[config.mk]
export PLATFORM = sky130hd
export DESIGN_NAME = vortex_pixel_generator
export DESIGN_NICKNAME = d
export VERILOG_FILES = /design/src/rtl/vpg_pkg.sv /design/src/rtl/vortex_pixel_generator.sv /design/src/rtl/vpg_speed_cfg.sv /design/src/rtl/vpg_div_pipe.sv /design/src/rtl/vpg_color.sv
export SDC_FILE = /design/constraint.sdc
export NUM_CORES = 2
export LEC_CHECK = 0
export BUFFER_PORTS_ARGS = -buffer_cell sky130_fd_sc_hd__buf_2
export CAP_MARGIN = 20
export CORE_MARGIN = 2
export CORE_UTILIZATION = 25
export CTS_BUF_LIST = sky130_fd_sc_hd__clkbuf_8
export CTS_CLUSTER_SIZE = 16
export DETAILED_ROUTE_END_ITERATION = 6
export PLACE_DENSITY = 0.38
export SYNTH_ARGS = -nofsm -noshare
export SYNTH_HDL_FRONTEND = slang
export SYNTH_SLANG_ARGS = --single-unit
[constraint.sdc]
create_clock -name i_clk -period 28.5 [get_ports i_clk]
set_input_delay 1.425 -clock i_clk [delete_from_list [all_inputs] [get_ports i_clk]]
set_output_delay 1.425 -clock i_clk [all_outputs]
set_load 0.05 [all_outputs]
[src/rtl/vpg_pkg.sv]
// Shared constants and types of the vortex pixel generator.
`default_nettype none

package vpg_pkg;

    // Matrix geometry
    localparam int MATRIX_WIDTH  = 48;
    localparam int MATRIX_HEIGHT = 16;
    localparam int HALF_W        = MATRIX_WIDTH / 2;
    localparam int HALF_H        = MATRIX_HEIGHT / 2;

    // Speed register and phase divisor
    localparam int SPEED_W     = 10;
    localparam int SPEED_RESET = 100;
    localparam int SPEED_MIN   = 10;
    localparam int SPEED_MAX   = 300;
    localparam int RATIO_NUM   = 400;
    localparam int MAX_RATIO   = RATIO_NUM / SPEED_MIN;
    localparam int DIVR_W      = $clog2(MAX_RATIO + 2);

    // Divider pipeline: phase quotient one bit a step, frac quotient likewise
    localparam int PH_W        = 32;
    localparam int DIV_STAGES  = 8;
    localparam int PH_STEPS    = PH_W / DIV_STAGES;
    localparam int FR_STEPS    = 2;
    localparam int FR_NUM_W    = FR_STEPS * DIV_STAGES;

    // Pattern constants
    localparam int FRAC_SCALE  = 63;
    localparam int V_BASE      = 120;
    localparam int SEC_W       = 43;

    // Quadrant about the center; angle base is code * 64
    typedef enum logic [1:0] {
        QUAD_UR = 2'd0,   // dx >= 0, dy < 0
        QUAD_LR = 2'd1,   // dx >= 0, dy >= 0
        QUAD_LL = 2'd2,   // dx < 0,  dy >= 0
        QUAD_UL = 2'd3    // dx < 0,  dy < 0
    } t_quad;

    // One item in flight through the divider stages
    typedef struct packed {
        logic [PH_W-1:0]     pn;    // phase dividend bits still to shift in
        logic [DIVR_W-1:0]   pr;    // phase partial remainder
        logic [8:0]          pq;    // low bits of phase quotient
        logic [DIVR_W-1:0]   pd;    // phase divisor
        logic [FR_NUM_W-1:0] fn;    // frac dividend bits still to shift in
        logic [8:0]          fr;    // frac partial remainder
        logic [5:0]          fq;    // frac quotient
        logic [8:0]          fd;    // frac divisor
        t_quad               quad;
        logic [8:0]          mdist; // Manhattan distance
    } t_div_item;

    // Divider results handed to the color stages
    typedef struct packed {
        logic [8:0] ph;
        logic [5:0] frac;
        t_quad      quad;
        logic [8:0] mdist;
    } t_geo;

endpackage

`default_nettype wire

[src/rtl/vortex_pixel_generator.sv]
// Top level of the vortex pixel generator.
//
// Streams one pixel per cycle. The slave channel carries the pixel column,
// row and the frame phase counter; the master channel returns the pixel's
// red, green and blue. Every transfer in gives exactly one transfer out,
// in order.
// Throughput: one pixel per cycle while the receiver keeps tready high.
// The pipeline has 13 register stages: an input stage with the center
// offsets, eight stages of the two restoring dividers (four phase quotient
// bits and two angle quotient bits each), four stages of hue, sector,
// products and channel select, the last being the output register.
// Speed: i_cfg_we writes the speed; the divisor it selects is held in a
// register and used by items accepted after the write.
// Reset clears all valid bits and sets the speed to 100 percent.
// When the receiver holds tready low with a result waiting, the whole
// pipeline holds and o_s_tready drops; nothing is lost or repeated.
`default_nettype none

module vortex_pixel_generator
    import vpg_pkg::*;
(
    input  wire logic               i_clk,
    input  wire logic               i_rst_n,
    input  wire logic               i_cfg_we,
    input  wire logic [SPEED_W-1:0] i_cfg_data,  // speed_percent
    input  wire logic               i_s_tvalid,
    output logic                    o_s_tready,
    input  wire logic [47:0]        i_s_tdata,   // pixel_x, pixel_y, frame_phase
    output logic                    o_m_tvalid,
    input  wire logic               i_m_tready,
    output logic      [23:0]        o_m_tdata    // red, green, blue
);

    logic              w_en;
    logic [DIVR_W-1:0] w_div;
    logic              w_geo_vld;
    t_geo              w_geo;
    logic [7:0]        w_red, w_green, w_blue;

    // Pipeline advances when the output register is empty or being drained
    assign w_en       = !o_m_tvalid || i_m_tready;
    assign o_s_tready = w_en;

    vpg_speed_cfg u_cfg (
        .i_clk      (i_clk),
        .i_rst_n    (i_rst_n),
        .i_cfg_we   (i_cfg_we),
        .i_cfg_data (i_cfg_data),
        .o_div      (w_div)
    );

    // Input stage: offsets from the center, quadrant, distance, divider setup
    logic            [7:0]  n_px, n_py, n_adx, n_ady;
    logic signed     [9:0]  n_dx, n_dy;
    logic            [8:0]  n_dist;
    logic            [13:0] n_num;
    t_div_item              n_s1;
    logic                   r_s1_vld;
    t_div_item              r_s1;

    always_comb begin
        n_px   = i_s_tdata[7:0];
        n_py   = i_s_tdata[15:8];
        n_dx   = $signed({2'b00, n_px}) - $signed(10'(HALF_W));
        n_dy   = $signed({2'b00, n_py}) - $signed(10'(HALF_H));
        n_adx  = n_dx[9] ? 8'(-n_dx) : n_dx[7:0];
        n_ady  = n_dy[9] ? 8'(-n_dy) : n_dy[7:0];
        n_dist = {1'b0, n_adx} + {1'b0, n_ady};
        n_num  = 14'({n_ady, 6'b0}) - 14'(n_ady);

        n_s1.pn    = i_s_tdata[47:16];
        n_s1.pr    = '0;
        n_s1.pq    = '0;
        n_s1.pd    = w_div;
        n_s1.fn    = FR_NUM_W'(n_num);
        n_s1.fr    = '0;
        n_s1.fq    = '0;
        n_s1.fd    = n_dist + 9'd1;
        n_s1.mdist = n_dist;
        if (!n_dx[9])
            n_s1.quad = n_dy[9] ? QUAD_UR : QUAD_LR;
        else
            n_s1.quad = n_dy[9] ? QUAD_UL : QUAD_LL;
    end

    always_ff @(posedge i_clk) begin
        if (!i_rst_n) begin
            r_s1_vld <= 1'b0;
        end else if (w_en) begin
            r_s1_vld <= i_s_tvalid;
        end
    end

    always_ff @(posedge i_clk) begin
        if (w_en) begin
            r_s1 <= n_s1;
        end
    end

    vpg_div_pipe u_div (
        .i_clk   (i_clk),
        .i_rst_n (i_rst_n),
        .i_en    (w_en),
        .i_vld   (r_s1_vld),
        .i_item  (r_s1),
        .o_vld   (w_geo_vld),
        .o_geo   (w_geo)
    );

    vpg_color u_color (
        .i_clk   (i_clk),
        .i_rst_n (i_rst_n),
        .i_en    (w_en),
        .i_vld   (w_geo_vld),
        .i_geo   (w_geo),
        .o_vld   (o_m_tvalid),
        .o_red   (w_red),
        .o_green (w_green),
        .o_blue  (w_blue)
    );

    assign o_m_tdata = {w_blue, w_green, w_red};

endmodule

`default_nettype wire

[src/rtl/vpg_speed_cfg.sv]
// Speed register: clamps the written speed and keeps the phase divisor.
`default_nettype none

module vpg_speed_cfg
    import vpg_pkg::*;
(
    input  wire logic               i_clk,
    input  wire logic               i_rst_n,
    input  wire logic               i_cfg_we,
    input  wire logic [SPEED_W-1:0] i_cfg_data,
    output logic      [DIVR_W-1:0]  o_div
);

    // divisor = 400 / clamp(speed) + 1; the ratio is the count of k with k*sp <= 400
    function automatic logic [DIVR_W-1:0] div_of(logic [SPEED_W-1:0] s);
        logic [8:0]           sp;
        logic [MAX_RATIO-1:0] hit;
        sp = s[8:0];
        if (s < SPEED_W'(SPEED_MIN))
            sp = 9'(SPEED_MIN);
        else if (s > SPEED_W'(SPEED_MAX))
            sp = 9'(SPEED_MAX);
        for (int k = 1; k <= MAX_RATIO; k++)
            hit[k-1] = (16'(sp) * 16'(k)) <= 16'(RATIO_NUM);
        return DIVR_W'($countones(hit)) + DIVR_W'(1);
    endfunction

    logic [DIVR_W-1:0] r_div;

    always_ff @(posedge i_clk) begin
        if (!i_rst_n) begin
            r_div <= div_of(SPEED_W'(SPEED_RESET));
        end else if (i_cfg_we) begin
            r_div <= div_of(i_cfg_data);
        end
    end

    assign o_div = r_div;

endmodule

`default_nettype wire

[src/rtl/vpg_div_pipe.sv]
// Pipelined restoring dividers: slowed phase and in-quadrant angle term.
`default_nettype none

module vpg_div_pipe
    import vpg_pkg::*;
(
    input  wire logic      i_clk,
    input  wire logic      i_rst_n,
    input  wire logic      i_en,
    input  wire logic      i_vld,
    input  wire t_div_item i_item,
    output logic           o_vld,
    output t_geo           o_geo
);

    // Four phase quotient bits and two angle quotient bits per stage
    function automatic t_div_item step(t_div_item a);
        t_div_item         b;
        logic [DIVR_W:0]   pt;
        logic [9:0]        ft;
        b = a;
        for (int i = 0; i < PH_STEPS; i++) begin
            pt   = {b.pr, b.pn[PH_W-1]};
            b.pn = {b.pn[PH_W-2:0], 1'b0};
            if (pt >= {1'b0, b.pd}) begin
                b.pr = DIVR_W'(pt - {1'b0, b.pd});
                b.pq = {b.pq[7:0], 1'b1};
            end else begin
                b.pr = pt[DIVR_W-1:0];
                b.pq = {b.pq[7:0], 1'b0};
            end
        end
        for (int i = 0; i < FR_STEPS; i++) begin
            ft   = {b.fr, b.fn[FR_NUM_W-1]};
            b.fn = {b.fn[FR_NUM_W-2:0], 1'b0};
            if (ft >= {1'b0, b.fd}) begin
                b.fr = 9'(ft - {1'b0, b.fd});
                b.fq = {b.fq[4:0], 1'b1};
            end else begin
                b.fr = ft[8:0];
                b.fq = {b.fq[4:0], 1'b0};
            end
        end
        return b;
    endfunction

    logic                      r_vld [DIV_STAGES];
    t_div_item                 r_stg [DIV_STAGES];
    t_div_item                 n_stg [DIV_STAGES];

    // Next value of every stage
    always_comb begin
        n_stg[0] = step(i_item);
        for (int s = 1; s < DIV_STAGES; s++)
            n_stg[s] = step(r_stg[s-1]);
    end

    // Valid bits
    always_ff @(posedge i_clk) begin
        if (!i_rst_n) begin
            for (int s = 0; s < DIV_STAGES; s++)
                r_vld[s] <= 1'b0;
        end else if (i_en) begin
            r_vld[0] <= i_vld;
            for (int s = 1; s < DIV_STAGES; s++)
                r_vld[s] <= r_vld[s-1];
        end
    end

    // Payload
    always_ff @(posedge i_clk) begin
        if (i_en) begin
            for (int s = 0; s < DIV_STAGES; s++)
                r_stg[s] <= n_stg[s];
        end
    end

    assign o_vld = r_vld[DIV_STAGES-1];
    assign o_geo = {r_stg[DIV_STAGES-1].pq, r_stg[DIV_STAGES-1].fq,
                    r_stg[DIV_STAGES-1].quad, r_stg[DIV_STAGES-1].mdist};

endmodule

`default_nettype wire

[src/rtl/vpg_color.sv]
// Hue and brightness forming, HSV to RGB conversion and output register.
`default_nettype none

module vpg_color
    import vpg_pkg::*;
(
    input  wire logic       i_clk,
    input  wire logic       i_rst_n,
    input  wire logic       i_en,
    input  wire logic       i_vld,
    input  wire t_geo       i_geo,
    output logic            o_vld,
    output logic [7:0]      o_red,
    output logic [7:0]      o_green,
    output logic [7:0]      o_blue
);

    // Hue sector, 43 hue steps each but the last, which covers 41
    typedef enum logic [2:0] {
        SEC_RY = 3'd0,
        SEC_YG = 3'd1,
        SEC_GC = 3'd2,
        SEC_CB = 3'd3,
        SEC_BM = 3'd4,
        SEC_MR = 3'd5
    } t_sector;

    // x / 255, exact for x below 65280
    function automatic logic [7:0] div255(logic [15:0] x);
        logic [16:0] s;
        s = 17'(x) + 17'(x[15:8]) + 17'd1;
        return s[15:8];
    endfunction

    // Stage A: hue and brightness
    logic       r_a_vld;
    logic [7:0] r_a_hue, r_a_v;
    logic [7:0] n_a_hue, n_a_v, n_a_tri, n_a_angle;
    logic [8:0] n_a_w, n_a_d18;

    always_comb begin
        n_a_angle = {i_geo.quad, 6'b0} + {2'b00, i_geo.frac};
        n_a_hue   = n_a_angle + i_geo.ph[7:0];
        n_a_d18   = 9'({i_geo.mdist, 4'b0} + {3'b000, i_geo.mdist, 1'b0});
        n_a_w     = i_geo.ph + n_a_d18;
        n_a_tri   = n_a_w[8] ? ~n_a_w[7:0] : n_a_w[7:0];
        n_a_v     = 8'(V_BASE) + {1'b0, n_a_tri[7:1]};
    end

    // Stage B: sector and scaled remainder
    logic       r_b_vld;
    t_sector    r_b_sec;
    logic [7:0] r_b_rem, r_b_v;
    t_sector    n_b_sec;
    logic [7:0] n_b_off, n_b_rem;
    logic [5:0] n_b_diff;

    always_comb begin
        if (r_a_hue < 8'(SEC_W))
            n_b_sec = SEC_RY;
        else if (r_a_hue < 8'(2 * SEC_W))
            n_b_sec = SEC_YG;
        else if (r_a_hue < 8'(3 * SEC_W))
            n_b_sec = SEC_GC;
        else if (r_a_hue < 8'(4 * SEC_W))
            n_b_sec = SEC_CB;
        else if (r_a_hue < 8'(5 * SEC_W))
            n_b_sec = SEC_BM;
        else
            n_b_sec = SEC_MR;
        unique case (n_b_sec)
            SEC_RY:  n_b_off = 8'd0;
            SEC_YG:  n_b_off = 8'(SEC_W);
            SEC_GC:  n_b_off = 8'(2 * SEC_W);
            SEC_CB:  n_b_off = 8'(3 * SEC_W);
            SEC_BM:  n_b_off = 8'(4 * SEC_W);
            default: n_b_off = 8'(5 * SEC_W);
        endcase
        n_b_diff = 6'(r_a_hue - n_b_off);
        n_b_rem  = 8'({n_b_diff, 2'b0} + {1'b0, n_b_diff, 1'b0});
    end

    // Stage C: products for the falling and rising channels
    logic        r_c_vld;
    t_sector     r_c_sec;
    logic [7:0]  r_c_v;
    logic [15:0] r_c_pq, r_c_pt;

    // Stage D: channel select into the output register
    logic        r_d_vld;
    logic [7:0]  r_d_red, r_d_green, r_d_blue;
    logic [7:0]  n_q, n_t;
    logic [7:0]  n_red, n_green, n_blue;

    always_comb begin
        n_q = div255(r_c_pq);
        n_t = div255(r_c_pt);
        unique case (r_c_sec)
            SEC_RY:  begin n_red = r_c_v; n_green = n_t;   n_blue = 8'd0;  end
            SEC_YG:  begin n_red = n_q;   n_green = r_c_v; n_blue = 8'd0;  end
            SEC_GC:  begin n_red = 8'd0;  n_green = r_c_v; n_blue = n_t;   end
            SEC_CB:  begin n_red = 8'd0;  n_green = n_q;   n_blue = r_c_v; end
            SEC_BM:  begin n_red = n_t;   n_green = 8'd0;  n_blue = r_c_v; end
            default: begin n_red = r_c_v; n_green = 8'd0;  n_blue = n_q;   end
        endcase
    end

    // Valid bits
    always_ff @(posedge i_clk) begin
        if (!i_rst_n) begin
            r_a_vld <= 1'b0;
            r_b_vld <= 1'b0;
            r_c_vld <= 1'b0;
            r_d_vld <= 1'b0;
        end else if (i_en) begin
            r_a_vld <= i_vld;
            r_b_vld <= r_a_vld;
            r_c_vld <= r_b_vld;
            r_d_vld <= r_c_vld;
        end
    end

    // Payload
    always_ff @(posedge i_clk) begin
        if (i_en) begin
            r_a_hue   <= n_a_hue;
            r_a_v     <= n_a_v;
            r_b_sec   <= n_b_sec;
            r_b_rem   <= n_b_rem;
            r_b_v     <= r_a_v;
            r_c_sec   <= r_b_sec;
            r_c_v     <= r_b_v;
            r_c_pq    <= {8'd0, r_b_v} * {8'd0, 8'd255 - r_b_rem};
            r_c_pt    <= {8'd0, r_b_v} * {8'd0, r_b_rem};
            r_d_red   <= n_red;
            r_d_green <= n_green;
            r_d_blue  <= n_blue;
        end
    end

    assign o_vld   = r_d_vld;
    assign o_red   = r_d_red;
    assign o_green = r_d_green;
    assign o_blue  = r_d_blue;

endmodule

`default_nettype wire
==> qor.yml <==
cells_and_area:
  layout-drive-gt1-share_pct: 8.821
  multi_input_area_mm2: 0.03260
  final_cell_mix: "752 x inv_1, 725 x ha_1, 658 x edfxtp_1"
  nets: 6496
  finish.utilization_pct: 28.28
  regArea_mm2: 0.02008
  nFillCells: 23260
  synthToLayoutAreaGrowth_pct: 12.83
  layout_commonest_cell: "inv_1"
placed_design:
  gp_congestion: 0.8128
  io_buffers: 88
  hpwl_um: 105500
routing:
  viasPerCell: 4.459
  firstDrtPassIters: 7
  ant_nets: 0
  wl_per_cell_um: 15.91
  wl_um: 135700
  vias: 38040
  drc_errors: 0
  drt-initial-drc-count: 1939
cts:
  clock-sinks: 674
  cts_buffer_depth: 3
  clk_latency_ns: 0.90
  post-cts-setup-buffer-count: 0
  cts_tree: "yes"
  ctsRootBufferMaster: "clkbuf_8"
  cts_hold_buffers: 0
  path_clk_slew_ns: 0.05
  cts_inserted_buffers: 137
  htree_levels: 4
  cts_resized: 0
timing:
  tightest_slew_ns: 0.9921
  finClkSkew_ns: 0.06439
  hold_ws_ns: 0.3893
  rsz0062_at_grt: "no"
  period_share_pct: 39.87
  min_period_ns: 11.36
  setup_viol: 0
  slew_headroom_pct: 33.86
  max_freq_mhz: 88.01
  setup-tns-final_ns: 0
  slew_viol_final: 0
  finalHoldViolations: 0
logic_synthesis:
  synth_top_area_share_pct: 35.57
  synth_edf_count: 658
  synthCells: 5234
  syn_avg_cell_area_um2: 10.61
  synth.distinct_cells: 101
  yosys_warnings: 0
  synth_area_mm2: 0.05555
  yosysSeqAreaShare_pct: 36.15
  ys_ff_latch: 674
  synth_nets: 6285
  ys_top_cells_by_area: "edfxtp_1 36%, ha_1 16%, fa_1 9.5%, inv_1 4.8%, xnor2_1 3.8%"
  synth_top_area_cell: "edfxtp_1"
  async_flop_share_pct: 0
  ys.flop_type: "edfxtp_1"
critical_path:
  max_stage_delay_ns: 0.78
  critical_path_arrival_ns: 12.14
  r2r_cells: 32
  crit_fanout: 15
  rrSetupSlack_ns: 18.69
  crit_type: "in2reg"
  crit_top_cell: "fa_1"
  worst_setup_path_end_kind: "flop"
  r2r_start: "u_div.r_stg[1][50]"
  cp_slowest_cell: "nor4_1"
  worstReg2RegEnd: "u_div.r_stg[1][165]"
  crit_required_ns: 29.28
  crit_path_start_kind: "input port"
global_routing:
  antenna_found_initial: 6
  gr-total-overflow: 0
  grt_pass1_wl_um: 217200
  grtUsageTotal_pct: 12.05
  grt_pass1_vias: 39440
  grt_max_degree: 150
min_path:
  min_path_type: "reg2reg"
  hold_end: "u_div.r_stg[1][243]"
  min_path_cells: 0
  hold_start: "u_div.r_stg[1][143]"
die:
  coreArea_mm2: 0.2217
  ios: 89
  initial_core_util_pct: 25.06
  die_h_um: 475.4
  row_count: 173
  die_area_mm2: 0.2260
  die_x_um: 475.4
run_status:
  status: "finished clean"
run:
  drv_cap: 0
==> layer usage <==
| metal | vias to the layer above | share of wire (%) | GRT usage [%] |
|---|---|---|---|
| met3 | 195 | 3.0 | 2.000 |
| li1 | 19150 | - | - |
| met2 | 437 | 47 | 20.15 |
| met5 | - | 0 | 0 |
| met4 | 0 | 2.4 | 3.502 |
| met1 | 18260 | 47 | 15.90 |
==> flip-flops by register name, indices dropped and copies added (netlist names), 6 cells and up <==
| signal | cells |
|---|---|
| r_s1 | 71 |
| u_cfg.o_div | 6 |
| u_color.o_blue | 8 |
| u_color.o_green | 8 |
| u_color.o_red | 8 |
| u_color.r_a_hue | 8 |
| u_color.r_a_v | 8 |
| u_color.r_b_rem | 7 |
| u_color.r_b_v | 8 |
| u_color.r_c_pq | 16 |
| u_color.r_c_pt | 15 |
| u_color.r_c_v | 7 |
| u_div.r_stg | 485 |
| u_div.r_vld | 8 |
==> how the worst max path moves through the flow <==
stage	cells after the start	slack, ns	endpoint	from
after floorplan	4	6.99	u_div.r_vld[5]	i_m_tready
after global placement	36	16.35	u_cfg.o_div[5]	i_cfg_data[0]
after detailed placement	36	16.24	u_cfg.o_div[5]	i_cfg_data[2]
after CTS	36	17.23	u_cfg.o_div[5]	i_cfg_data[2]
after global routing	36	16.60	u_cfg.o_div[5]	i_cfg_data[2]
final	36	17.14	u_cfg.o_div[5]	i_cfg_data[2]
==> cell usage after synthesis, types with 7 or more instances <==
master / number
a311oi_1: 12
nand3_1: 66
mux2i_1: 53
nor2b_1: 133
o21ai_1: 7
o31a_1: 30
and2_1: 41
mux2_2: 126
fa_1: 263
inv_1: 715
o221ai_1: 11
xnor2_1: 244
o31ai_1: 26
nand4_1: 51
o21a_1: 59
nor2_1: 267
nor3_1: 97
a21oi_1: 306
a211o_1: 23
o22ai_1: 14
a21o_1: 131
or2_2: 19
a211oi_1: 20
a221oi_1: 17
and4_1: 10
nand2_1: 267
o21bai_1: 51
xor2_1: 108
nor3b_1: 7
clkbuf_1: 44
nand3b_1: 9
dfxtp_1: 16
a221o_1: 15
or3_1: 19
and3_1: 23
nand2b_1: 65
nor4_1: 20
o211ai_1: 21
a31oi_1: 43
edfxtp_1: 658
a31o_2: 11
a21boi_0: 36
o21ai_0: 236
ha_1: 725
==> critical path, delay by kind of cell <==
family | cells | cell delay (ns)
AOI/OAI and AO/OA | 11 | 2.28
buffers and inverters | 7 | 1.17
adders and majority gates | 13 | 5.97
muxes | 1 | 0.09
and+or+nand+nor | 2 | 0.88
xor gates and xnor gates | 2 | 0.28
==> layout make-up <==
type / instances / area share [%]
Antenna cell: 1 / 0.003993
Clock buffer: 141 / 3.096
Clock inverter: 108 / 1.497
Inverter: 719 / 4.318
Multi-Input combinational cell: 3793 / 52.01
Sequential cell: 674 / 32.04
Tap cell: 2975 / 5.939
Timing Repair Buffer: 120 / 1.102
==> metrics by stage <==
stage               cell area (µm²)  cells  setup slack [ns]
floorplan                     55550   5234             6.988
global placement              59790   8280             16.35
detailed placement            59790   8281             16.24
CTS                           62670   8530             17.23
global route                  62680   8531             16.60
finish                        62680   8531             17.14
==> cell families after synthesis <==
kind of cell / after synthesis / synth area share, %
compound gates: 1150 / 13.62
simple gates: 1122 / 10.10
fa+ha+maj: 988 / 25.81
buf+inv: 767 / 5.203
mux: 181 / 3.577
flops: 674 / 36.15
xor+xnor: 352 / 5.550
Power is left out: the tool's default activity adds up to more than one toggle a clock period on the data nets, which glitch-free logic cannot reach.
